### src/rtl/lrn_across_channels_macros.svh
// ----------------------------------------------------------------------------
// lrn_across_channels assertion macros
// Concurrent assertion shorthands; the using module provides clk and rst.
// ----------------------------------------------------------------------------
`ifndef LRN_ACROSS_CHANNELS_MACROS_SVH
`define LRN_ACROSS_CHANNELS_MACROS_SVH

// same-cycle implication
`define LRN_ASSERT_IMP(name, ante, cons, msg) \
  name: assert property (@(posedge clk) disable iff (rst) (ante) |-> (cons)) \
    else $error(msg);

// next-cycle implication
`define LRN_ASSERT_NXT(name, ante, cons, msg) \
  name: assert property (@(posedge clk) disable iff (rst) (ante) |=> (cons)) \
    else $error(msg);

`endif

### src/rtl/lrn_pkg.sv
// ----------------------------------------------------------------------------
// lrn_pkg
// Shared types, constants and tables of the channel-wise LRN block.
// ----------------------------------------------------------------------------
package lrn_pkg;

  localparam int DEF_MAX_WINDOW  = 15;
  localparam int DEF_VALUE_WIDTH = 16;

  localparam int CFG_IDX_W  = 2;
  localparam int CFG_DATA_W = 24;
  localparam int WS_W       = 4;
  localparam int ALPHA_W    = 24;
  localparam int BETA_W     = 16;
  localparam int HALF_W     = 3;
  localparam int HALF_CAP   = 7;
  localparam int CHUNK_W    = 16;

  localparam logic [WS_W-1:0]    WS_RESET    = 4'd5;
  localparam logic [ALPHA_W-1:0] ALPHA_RESET = 24'd336;
  localparam logic [BETA_W-1:0]  BETA_RESET  = 16'd12288;

  typedef enum logic [CFG_IDX_W-1:0] {
    CFG_WINDOW = 2'd0,
    CFG_ALPHA  = 2'd1,
    CFG_BETA   = 2'd2
  } cfg_idx_t;

  typedef enum logic [10:0] {
    ST_IDLE   = 11'b00000000001,
    ST_UPDATE = 11'b00000000010,
    ST_MLOAD  = 11'b00000000100,
    ST_MUL    = 11'b00000001000,
    ST_SLOAD  = 11'b00000010000,
    ST_NORM   = 11'b00000100000,
    ST_LOG    = 11'b00001000000,
    ST_POW    = 11'b00010000000,
    ST_EXP    = 11'b00100000000,
    ST_PROD   = 11'b01000000000,
    ST_OUTW   = 11'b10000000000
  } lrn_state_t;

  typedef struct packed {
    logic take_in;
    logic shift_in;
    logic shift_zero;
    logic clear;
    logic mul_start;
    logic mul_step;
    logic s_load;
    logic s_shift;
    logic log_calc;
    logic pow_calc;
    logic exp_calc;
    logic prod_calc;
    logic out_load;
    logic out_last;
  } lrn_cmd_t;

  typedef struct packed {
    logic [HALF_W-1:0] half;
    logic              s_msb;
    logic              out_free;
    logic              win_write;
  } lrn_status_t;

  function automatic int sum_width(int vw, int mw);
    return 2 * vw + $clog2(mw + 1);
  endfunction

  function automatic int chunk_count(int vw, int mw);
    return (sum_width(vw, mw) + CHUNK_W - 1) / CHUNK_W;
  endfunction

  // log2(1 + k/16), Q1.16
  function automatic logic [16:0] log_entry(logic [4:0] k);
    logic [16:0] v;
    case (k)
      5'd0:  v = 17'd0;
      5'd1:  v = 17'd5732;
      5'd2:  v = 17'd11136;
      5'd3:  v = 17'd16248;
      5'd4:  v = 17'd21098;
      5'd5:  v = 17'd25711;
      5'd6:  v = 17'd30109;
      5'd7:  v = 17'd34312;
      5'd8:  v = 17'd38336;
      5'd9:  v = 17'd42196;
      5'd10: v = 17'd45904;
      5'd11: v = 17'd49472;
      5'd12: v = 17'd52911;
      5'd13: v = 17'd56229;
      5'd14: v = 17'd59434;
      5'd15: v = 17'd62534;
      5'd16: v = 17'd65536;
      default: v = '0;
    endcase
    return v;
  endfunction

  // 2^(k/16), Q2.16
  function automatic logic [17:0] exp_entry(logic [4:0] k);
    logic [17:0] v;
    case (k)
      5'd0:  v = 18'd65536;
      5'd1:  v = 18'd68438;
      5'd2:  v = 18'd71468;
      5'd3:  v = 18'd74632;
      5'd4:  v = 18'd77936;
      5'd5:  v = 18'd81386;
      5'd6:  v = 18'd84990;
      5'd7:  v = 18'd88752;
      5'd8:  v = 18'd92682;
      5'd9:  v = 18'd96785;
      5'd10: v = 18'd101070;
      5'd11: v = 18'd105545;
      5'd12: v = 18'd110218;
      5'd13: v = 18'd115098;
      5'd14: v = 18'd120194;
      5'd15: v = 18'd125515;
      5'd16: v = 18'd131072;
      default: v = '0;
    endcase
    return v;
  endfunction

endpackage

### src/rtl/lrn_ctrl.sv
// ----------------------------------------------------------------------------
// lrn_ctrl
// Sequencer: input handshake, window update, drain of trailing channels,
// and the step order of the normalizing datapath.
// ----------------------------------------------------------------------------
`include "lrn_across_channels_macros.svh"

module lrn_ctrl import lrn_pkg::*; #(
  parameter int MAX_WINDOW  = DEF_MAX_WINDOW,
  parameter int VALUE_WIDTH = DEF_VALUE_WIDTH
) (
  input  logic        clk,
  input  logic        rst,
  input  logic        in_valid,
  output logic        in_ready,
  input  logic        last_channel,
  output lrn_cmd_t    cmd,
  input  lrn_status_t status
);

  localparam int NCH   = chunk_count(VALUE_WIDTH, MAX_WINDOW);
  localparam int CNT_W = $clog2(NCH + 1);

  lrn_state_t        state, state_next;
  logic [HALF_W-1:0] pending, pending_next;
  logic [HALF_W-1:0] k, k_next;
  logic              draining, draining_next;
  logic              last_reg;
  logic              out_last_reg;
  logic [CNT_W-1:0]  cnt;

  logic              emit_now;
  logic              out_last_next;
  logic              adv_clear;
  lrn_state_t        adv_state;
  logic [HALF_W-1:0] adv_k;
  logic              adv_draining;

  assign emit_now = draining ? (k > (status.half - pending)) : (pending >= status.half);
  assign out_last_next = last_reg && (draining ? (k == status.half) : (status.half == '0));

  // what follows once the current channel is done
  always_comb begin
    adv_clear    = 1'b0;
    adv_k        = k;
    adv_draining = draining;
    adv_state    = ST_IDLE;
    if (draining && (k < status.half)) begin
      adv_k     = k + 1'b1;
      adv_state = ST_UPDATE;
    end else if (!draining && last_reg && (status.half != '0)) begin
      adv_draining = 1'b1;
      adv_k        = HALF_W'(1);
      adv_state    = ST_UPDATE;
    end else if (last_reg) begin
      adv_clear    = 1'b1;
      adv_draining = 1'b0;
    end
  end

  always_comb begin
    cmd           = '0;
    state_next    = state;
    pending_next  = pending;
    k_next        = k;
    draining_next = draining;
    in_ready      = 1'b0;
    cmd.shift_zero = draining;
    unique case (state)
      ST_IDLE: begin
        in_ready = 1'b1;
        if (in_valid) begin
          cmd.take_in = 1'b1;
          state_next  = ST_UPDATE;
        end
      end
      ST_UPDATE: begin
        cmd.shift_in = 1'b1;
        if (emit_now) begin
          state_next = ST_MLOAD;
        end else begin
          if (!draining) pending_next = pending + 1'b1;
          cmd.clear     = adv_clear;
          state_next    = adv_state;
          k_next        = adv_k;
          draining_next = adv_draining;
        end
      end
      ST_MLOAD: begin
        cmd.mul_start = 1'b1;
        state_next    = ST_MUL;
      end
      ST_MUL: begin
        cmd.mul_step = 1'b1;
        if (cnt == CNT_W'(NCH - 1)) state_next = ST_SLOAD;
      end
      ST_SLOAD: begin
        cmd.s_load = 1'b1;
        state_next = ST_NORM;
      end
      ST_NORM: begin
        if (status.s_msb) state_next = ST_LOG;
        else              cmd.s_shift = 1'b1;
      end
      ST_LOG: begin
        cmd.log_calc = 1'b1;
        state_next   = ST_POW;
      end
      ST_POW: begin
        cmd.pow_calc = 1'b1;
        state_next   = ST_EXP;
      end
      ST_EXP: begin
        cmd.exp_calc = 1'b1;
        state_next   = ST_PROD;
      end
      ST_PROD: begin
        cmd.prod_calc = 1'b1;
        state_next    = ST_OUTW;
      end
      ST_OUTW: begin
        if (status.out_free) begin
          cmd.out_load  = 1'b1;
          cmd.out_last  = out_last_reg;
          cmd.clear     = adv_clear;
          state_next    = adv_state;
          k_next        = adv_k;
          draining_next = adv_draining;
        end
      end
      default: state_next = ST_IDLE;
    endcase
    if (cmd.clear || status.win_write) begin
      pending_next  = '0;
      draining_next = 1'b0;
      k_next        = '0;
    end
  end

  always_ff @(posedge clk) begin
    if (rst) begin
      state    <= ST_IDLE;
      pending  <= '0;
      k        <= '0;
      draining <= 1'b0;
    end else begin
      state    <= state_next;
      pending  <= pending_next;
      k        <= k_next;
      draining <= draining_next;
    end
  end

  always_ff @(posedge clk) begin
    if (cmd.take_in) last_reg <= last_channel;
    if ((state == ST_UPDATE) && emit_now) out_last_reg <= out_last_next;
    if (cmd.mul_start) cnt <= '0;
    else if (cmd.mul_step) cnt <= cnt + 1'b1;
  end

  `LRN_ASSERT_IMP(a_pending_le_half, 1'b1, pending <= status.half, "pending above half width")
  `LRN_ASSERT_IMP(a_drain_range, draining, (k != '0) && (k <= status.half), "drain step out of range")
  `LRN_ASSERT_NXT(a_take_update, cmd.take_in, state == ST_UPDATE, "accepted item not updated")
  `LRN_ASSERT_IMP(a_load_free, cmd.out_load, status.out_free, "output register overwritten")

endmodule

### config.mk
export PLATFORM = sky130hd
export DESIGN_NAME = lrn_ctrl
export DESIGN_NICKNAME = d
export VERILOG_FILES = /design/src/rtl/lrn_pkg.sv /design/src/rtl/lrn_ctrl.sv
export VERILOG_INCLUDE_DIRS = /design/src /design/src/rtl
export SDC_FILE = /design/constraint.sdc
export NUM_CORES = 1
export LEC_CHECK = 0
export BUFFER_PORTS_ARGS = -buffer_cell sky130_fd_sc_hd__buf_2
export CAP_MARGIN = 5
export CORE_UTILIZATION = 55
export CTS_BUF_LIST = sky130_fd_sc_hd__clkbuf_2 sky130_fd_sc_hd__clkbuf_4 sky130_fd_sc_hd__clkbuf_8
export DETAILED_ROUTE_END_ITERATION = 8
export PLACE_DENSITY = 0.78
export SLEW_MARGIN = 20
export SYNTH_ARGS = -nofsm -noshare
export SYNTH_HDL_FRONTEND = slang
export SYNTH_SLANG_ARGS = --single-unit
### constraint.sdc
create_clock -name clk -period 3.75 [get_ports clk]
set_input_delay 0.75 -clock clk [delete_from_list [all_inputs] [get_ports clk]]
set_output_delay 0.75 -clock clk [all_outputs]
set_load 0.005 [all_outputs]
# Word level (Yosys, flattened, before mapping)
# Cells that the tools add are included.
dict set report totals {
  reg_bits 22
  latch_bits 0
  mem_bits_rw 0
  romBits 0
  out_inout_bits 15
  wordCells 90
  n_memories 0
}
dict set report op_classes {
  addsub 4
  mul 0
  div_mod_pow 0
  order_cmp 3
  eq_ne 18
  shifts 0
  muxes 42
  bitwise 2
  reduce_logical 14
}
# operator count
set ops {}
lappend ops {{one-hot mux 11 bit (11 select lines)} 1}
lappend ops {{two-way mux 11 bit} 5}
lappend ops {{two-way mux 1 bit} 25}
lappend ops {{two-way mux 3 bit} 4}
lappend ops {{== test 11 x 1 -> 1 bit, second input constant} 1}
lappend ops {{== test 11 x 10 -> 1 bit, second input constant} 1}
lappend ops {{== test 11 bit, second input constant} 1}
lappend ops {{== test 11 x 2 -> 1 bit, second input constant} 1}
lappend ops {{== test 11 x 3 -> 1 bit, second input constant} 1}
lappend ops {{== test 11 x 4 -> 1 bit, second input constant} 1}
lappend ops {{== test 11 x 5 -> 1 bit, second input constant} 1}
lappend ops {{== test 11 x 6 -> 1 bit, second input constant} 1}
lappend ops {{== test 11 x 7 -> 1 bit, second input constant} 1}
lappend ops {{== test 11 x 8 -> 1 bit, second input constant} 1}
lappend ops {{== test 11 x 9 -> 1 bit, second input constant} 1}
lappend ops {{inequality test 2 bit, second input constant} 5}
lappend ops {{two-way mux 2 bit} 4}
lappend ops {{adder 3 x 1 -> 3 bit, second input constant} 2}
lappend ops {{one-hot mux 3 bit (2 select lines)} 1}
lappend ops {{AND reduction 3 bit} 2}
lappend ops {{logical AND 1 bit} 5}
lappend ops {{one-hot mux 1 bit (2 select lines)} 2}
lappend ops {{AND reduction 4 bit} 1}
lappend ops {{== test 3 bit} 1}
lappend ops {{13 further kinds} 14}

# Longest topological paths before layout
dict set report depth {
  depth_word 9
  depth_mapped 10
}

# Worst setup path after synthesis
# Ideal clock, no wire load.
dict set report synth_path {
  path_type {input port to output port}
  from {input port status[3] (netlist bit)}
  to {output port cmd[10] (netlist bit)}
  arrival_time_ps 2553
  path_slack_ps 447
  cell_stages 9
  path_buffers 0
  path_cell_list {inv_1 > ha_1 > fa_1 > xor2_1 > ha_1 > nand4_1 > o21ai_0 > o31ai_2 > a21oi_1}
}
# element line_no
set synth_rtl {}
lappend synth_rtl {{from (decl)} lrn_ctrl.sv:18} ;# input lrn_status_t status
lappend synth_rtl {{to (decl)} lrn_ctrl.sv:17} ;# output lrn_cmd_t cmd,

==> flow_summary.toml <==
[drt]
post_drt_via_cell_ratio = 6.071
vias = 1445
first_iter_violations = 50
drt_wl_total_um = 3337
detail_route.wl_per_cell_um = 14.02
drc_errors = 0
route.antenna.remaining_nets = 0
first_pass_drt_iterations = 4

[sta]
period_minus_slack_ns = 3.478
grt_setup_unrepaired = "false"
finalHoldViolations = 0
achievable-frequency_mhz = 287.5
final_tns_setup_ns = 0
final_max_slew_viol_count = 0
worst_slew_pin_slew_ns = 0.5502
finalClockSkew_ns = 0.01574
post-route-period-util = 0.9274
max-slew-margin-rel = 0.6312
finalSetupViolCount = 0

[global_route]
first_global_vias = 1214
globalRoute.totalOverflow = 0
grt_antenna_before_repair = 0
pin_count_of_the_biggest_net_entering_global_routing = 14
grt.total_usage = 0.2240
grt_pass1_wl_um = 5492

[pwr]
power_density_mw_per_mm2 = 417.9
static-leakage-power_nw = 0.7338
vdd.ir_drop.worst_uv = 338.3

[run_status]
run_status = "finished clean"

[floorplan]
rows = 19
floorplan.initialDensity = 0.5753
fp.dieArea_mm2 = 0.003077
floorplan.die.height_um = 55.48
die_width_um = 55.48
design.portCount = 25
core_area_mm2 = 0.002734

[final_layout]
finish.net_count = 231
reg.largest.list = "state x11, k x3, pending x3"
largest-register = "state"
areaGrowthSynthToFinish_pct = 11.14
postLayoutCoreUtil = 0.6394
largest_register_ffs = 11
diodes_inserted = 0
drive_above_1_share = 0.1932

[worst_setup_path]
critPathMaxFanout = 3
worst_ep_required_ns = 3.00
timing.setup.critical_path_class = "input port to primary output"
endpoint_kind = "primary output"
critical_path_arrival_ns = 2.73
cell_count_of_the_worst_reg_to_reg_path = 9
start_kind = "input port"

[clock_network]
clkTransAtPathRegs_ns = 0.12
cts_htree_levels = 1
clkSinkCount = 22
cts_resized = 0
clock-root-buffer = "sky130_fd_sc_hd__clkbuf_4"
cts_setup_buffers = 0
clock_tree.buffer_depth = 2
hold_buffers = 0
clock_tree_from_tritoncts = "done"
clk_latency_ns = 0.33
tritoncts.num_buffers = 3

[yosys]
postSynth.asyncResetShare = 0
netlist.top_cell.by_area = "sky130_fd_sc_hd__dfxtp_1"
synth_cell_types = 53
synthesis.yosys.warnings = 0
synth_sequential_area_ratio = 0.2928
postSynth.topFlopCell = "sky130_fd_sc_hd__dfxtp_1"
synthesis.instances = 186
synth_edf_count = 2
synth_area_per_cell_um2 = 8.456
syn-num-nets = 209
synth_area_leaders = "sky130_fd_sc_hd__dfxtp_1 25%, sky130_fd_sc_hd__ha_1 9.5%, sky130_fd_sc_hd__nor2_1 4.5%"
synth-seq-cells = 22
netlist_area_mm2 = 0.001573
synth_top_cell_area_share = 0.2546

[min_path]
min_delay_path_depth = 2
min_path_type = "register to register"

[placed_design]
place.port_buffers = 24
finalWeightedCongestion = 0.8499
hpwl_um = 2525

[run]
drv_cap = 0
==> per-stage QoR <==
stage	power [mW]	cells	hold WS [ns]	cell area (um^2)	setup WS [ns]
after CTS	0.7351	238	0.5167	1748	0.2742
final	0.7305	238	0.5105	1748	0.2722
after floorplan	0.4861	186	0.4585	1573	0.4472
after global placement	0.5379	234	0.4710	1695	0.3624
after global routing	0.7755	238	0.5732	1748	0.1109
after detailed placement	0.5468	234	0.4876	1695	0.2752
==> layer usage <==
metal / GRT usage / vias to the layer above / share of wire / wire, um
met5: 0 / - / 0 / 0
met4: 0.1286 / 0 / 0.023 / 76
met3: 0.02576 / 9 / 0.047 / 156
met2: 0.3528 / 46 / 0.46 / 1545
met1: 0.2967 / 664 / 0.47 / 1559
li1: - / 726 / - / -
==> final timing paths <==
path,start,end,slack [ns]
max,status[3],cmd[10],0.27
min reg2reg,cnt[1],cnt[1],0.51
min,cnt[1],cnt[1],0.51
max reg2reg,pending[0],pending[0],1.10
==> layout by cell type, fill, tap and decap left out, types with 2 or more instances in the layout <==
cell type | synthesis | layout
sky130_fd_sc_hd__buf_2 | 1 | 24
sky130_fd_sc_hd__dfxtp_1 | 20 | 20
sky130_fd_sc_hd__nor2_1 | 19 | 19
sky130_fd_sc_hd__inv_1 | 15 | 15
sky130_fd_sc_hd__ha_1 | 12 | 12
sky130_fd_sc_hd__a21oi_1 | 10 | 10
sky130_fd_sc_hd__nand2_1 | 7 | 7
sky130_fd_sc_hd__nor3_1 | 7 | 7
sky130_fd_sc_hd__nand3_1 | 7 | 7
sky130_fd_sc_hd__o21ai_0 | 7 | 7
sky130_fd_sc_hd__and3_1 | 5 | 5
sky130_fd_sc_hd__nor3b_1 | 5 | 5
sky130_fd_sc_hd__nor2b_1 | 4 | 4
sky130_fd_sc_hd__nand4_1 | 4 | 4
sky130_fd_sc_hd__xor2_1 | 4 | 4
sky130_fd_sc_hd__nor4b_1 | 3 | 3
sky130_fd_sc_hd__xnor2_1 | 3 | 3
sky130_fd_sc_hd__a211oi_1 | 3 | 3
sky130_fd_sc_hd__clkbuf_4 | 0 | 3
sky130_fd_sc_hd__nor4_4 | 2 | 2
sky130_fd_sc_hd__nand2b_1 | 2 | 2
sky130_fd_sc_hd__nand3_2 | 2 | 2
sky130_fd_sc_hd__nand3b_1 | 2 | 2
sky130_fd_sc_hd__or3_1 | 2 | 2
sky130_fd_sc_hd__and2_1 | 2 | 2
sky130_fd_sc_hd__o2111ai_1 | 2 | 2
sky130_fd_sc_hd__o31a_1 | 2 | 2
sky130_fd_sc_hd__o21a_1 | 2 | 2
sky130_fd_sc_hd__a31oi_1 | 2 | 2
sky130_fd_sc_hd__nor4_1 | 2 | 2
sky130_fd_sc_hd__edfxtp_1 | 2 | 2
==> final cells by class <==
| class | count | area [um^2] |
|---|---|---|
| inverter | 16 | 60.06 |
| fill | 235 | 985.9 |
| timing repair buffer | 25 | 127.6 |
| clock inverter | 1 | 30.03 |
| sequential | 22 | 460.4 |
| tap | 31 | 38.79 |
| multi-input combinational | 140 | 1008 |
| clock buffer | 3 | 22.52 |
==> cells in the mapped netlist (2+ instances only) <==
master / n
sky130_fd_sc_hd__and3_1: 5
sky130_fd_sc_hd__a211oi_1: 3
sky130_fd_sc_hd__inv_1: 15
sky130_fd_sc_hd__nand3b_1: 2
sky130_fd_sc_hd__nand4_1: 4
sky130_fd_sc_hd__nor4_4: 2
sky130_fd_sc_hd__clkbuf_1: 4
sky130_fd_sc_hd__o2111ai_1: 2
sky130_fd_sc_hd__a21oi_1: 10
sky130_fd_sc_hd__ha_1: 12
sky130_fd_sc_hd__nor2_1: 19
sky130_fd_sc_hd__nor3b_1: 5
sky130_fd_sc_hd__nand2_1: 7
sky130_fd_sc_hd__nor2b_1: 4
sky130_fd_sc_hd__and2_1: 2
sky130_fd_sc_hd__a31oi_1: 2
sky130_fd_sc_hd__o21a_1: 2
sky130_fd_sc_hd__nor3_1: 7
sky130_fd_sc_hd__dfxtp_1: 20
sky130_fd_sc_hd__or3_1: 2
sky130_fd_sc_hd__nor4b_1: 3
sky130_fd_sc_hd__xnor2_1: 3
sky130_fd_sc_hd__nor4_1: 2
sky130_fd_sc_hd__nand3_1: 7
sky130_fd_sc_hd__xor2_1: 4
sky130_fd_sc_hd__o31a_1: 2
sky130_fd_sc_hd__nand3_2: 2
sky130_fd_sc_hd__o21ai_0: 7
sky130_fd_sc_hd__nand2b_1: 2
sky130_fd_sc_hd__edfxtp_1: 2
==> logic make-up (layout without fill, tap and decap cells) <==
kind of cell / count (synthesis) / count (layout) / synth area share
fa+ha+maj: 13 / 13 / 0.1082
xor+xnor: 7 / 7 / 0.03898
flops: 22 / 22 / 0.2928
simple gates: 79 / 79 / 0.3039
compound gates: 40 / 40 / 0.1838
mux: 1 / 1 / 0.006365
buf+inv: 24 / 45 / 0.06602
==> report_power, final <==
group | leakage [nW] | total, mW | internal (mW) | switching [mW]
registers | 0.181 | 0.294 | 0.261 | 0.0332
logic | 0.525 | 0.249 | 0.117 | 0.132
clock network | 0.0279 | 0.187 | 0.108 | 0.0787
==> worst max-delay path: stages <==
cell                      delay, ns
sky130_fd_sc_hd__buf_2         0.10
sky130_fd_sc_hd__inv_1         0.05
sky130_fd_sc_hd__ha_1          0.22
sky130_fd_sc_hd__fa_1          0.45
sky130_fd_sc_hd__ha_1          0.30
sky130_fd_sc_hd__nor2b_1       0.14
sky130_fd_sc_hd__nor3_1        0.32
sky130_fd_sc_hd__o31ai_2       0.13
sky130_fd_sc_hd__a21oi_1       0.14
sky130_fd_sc_hd__buf_2         0.13
(Power assumes the default switching activity.)
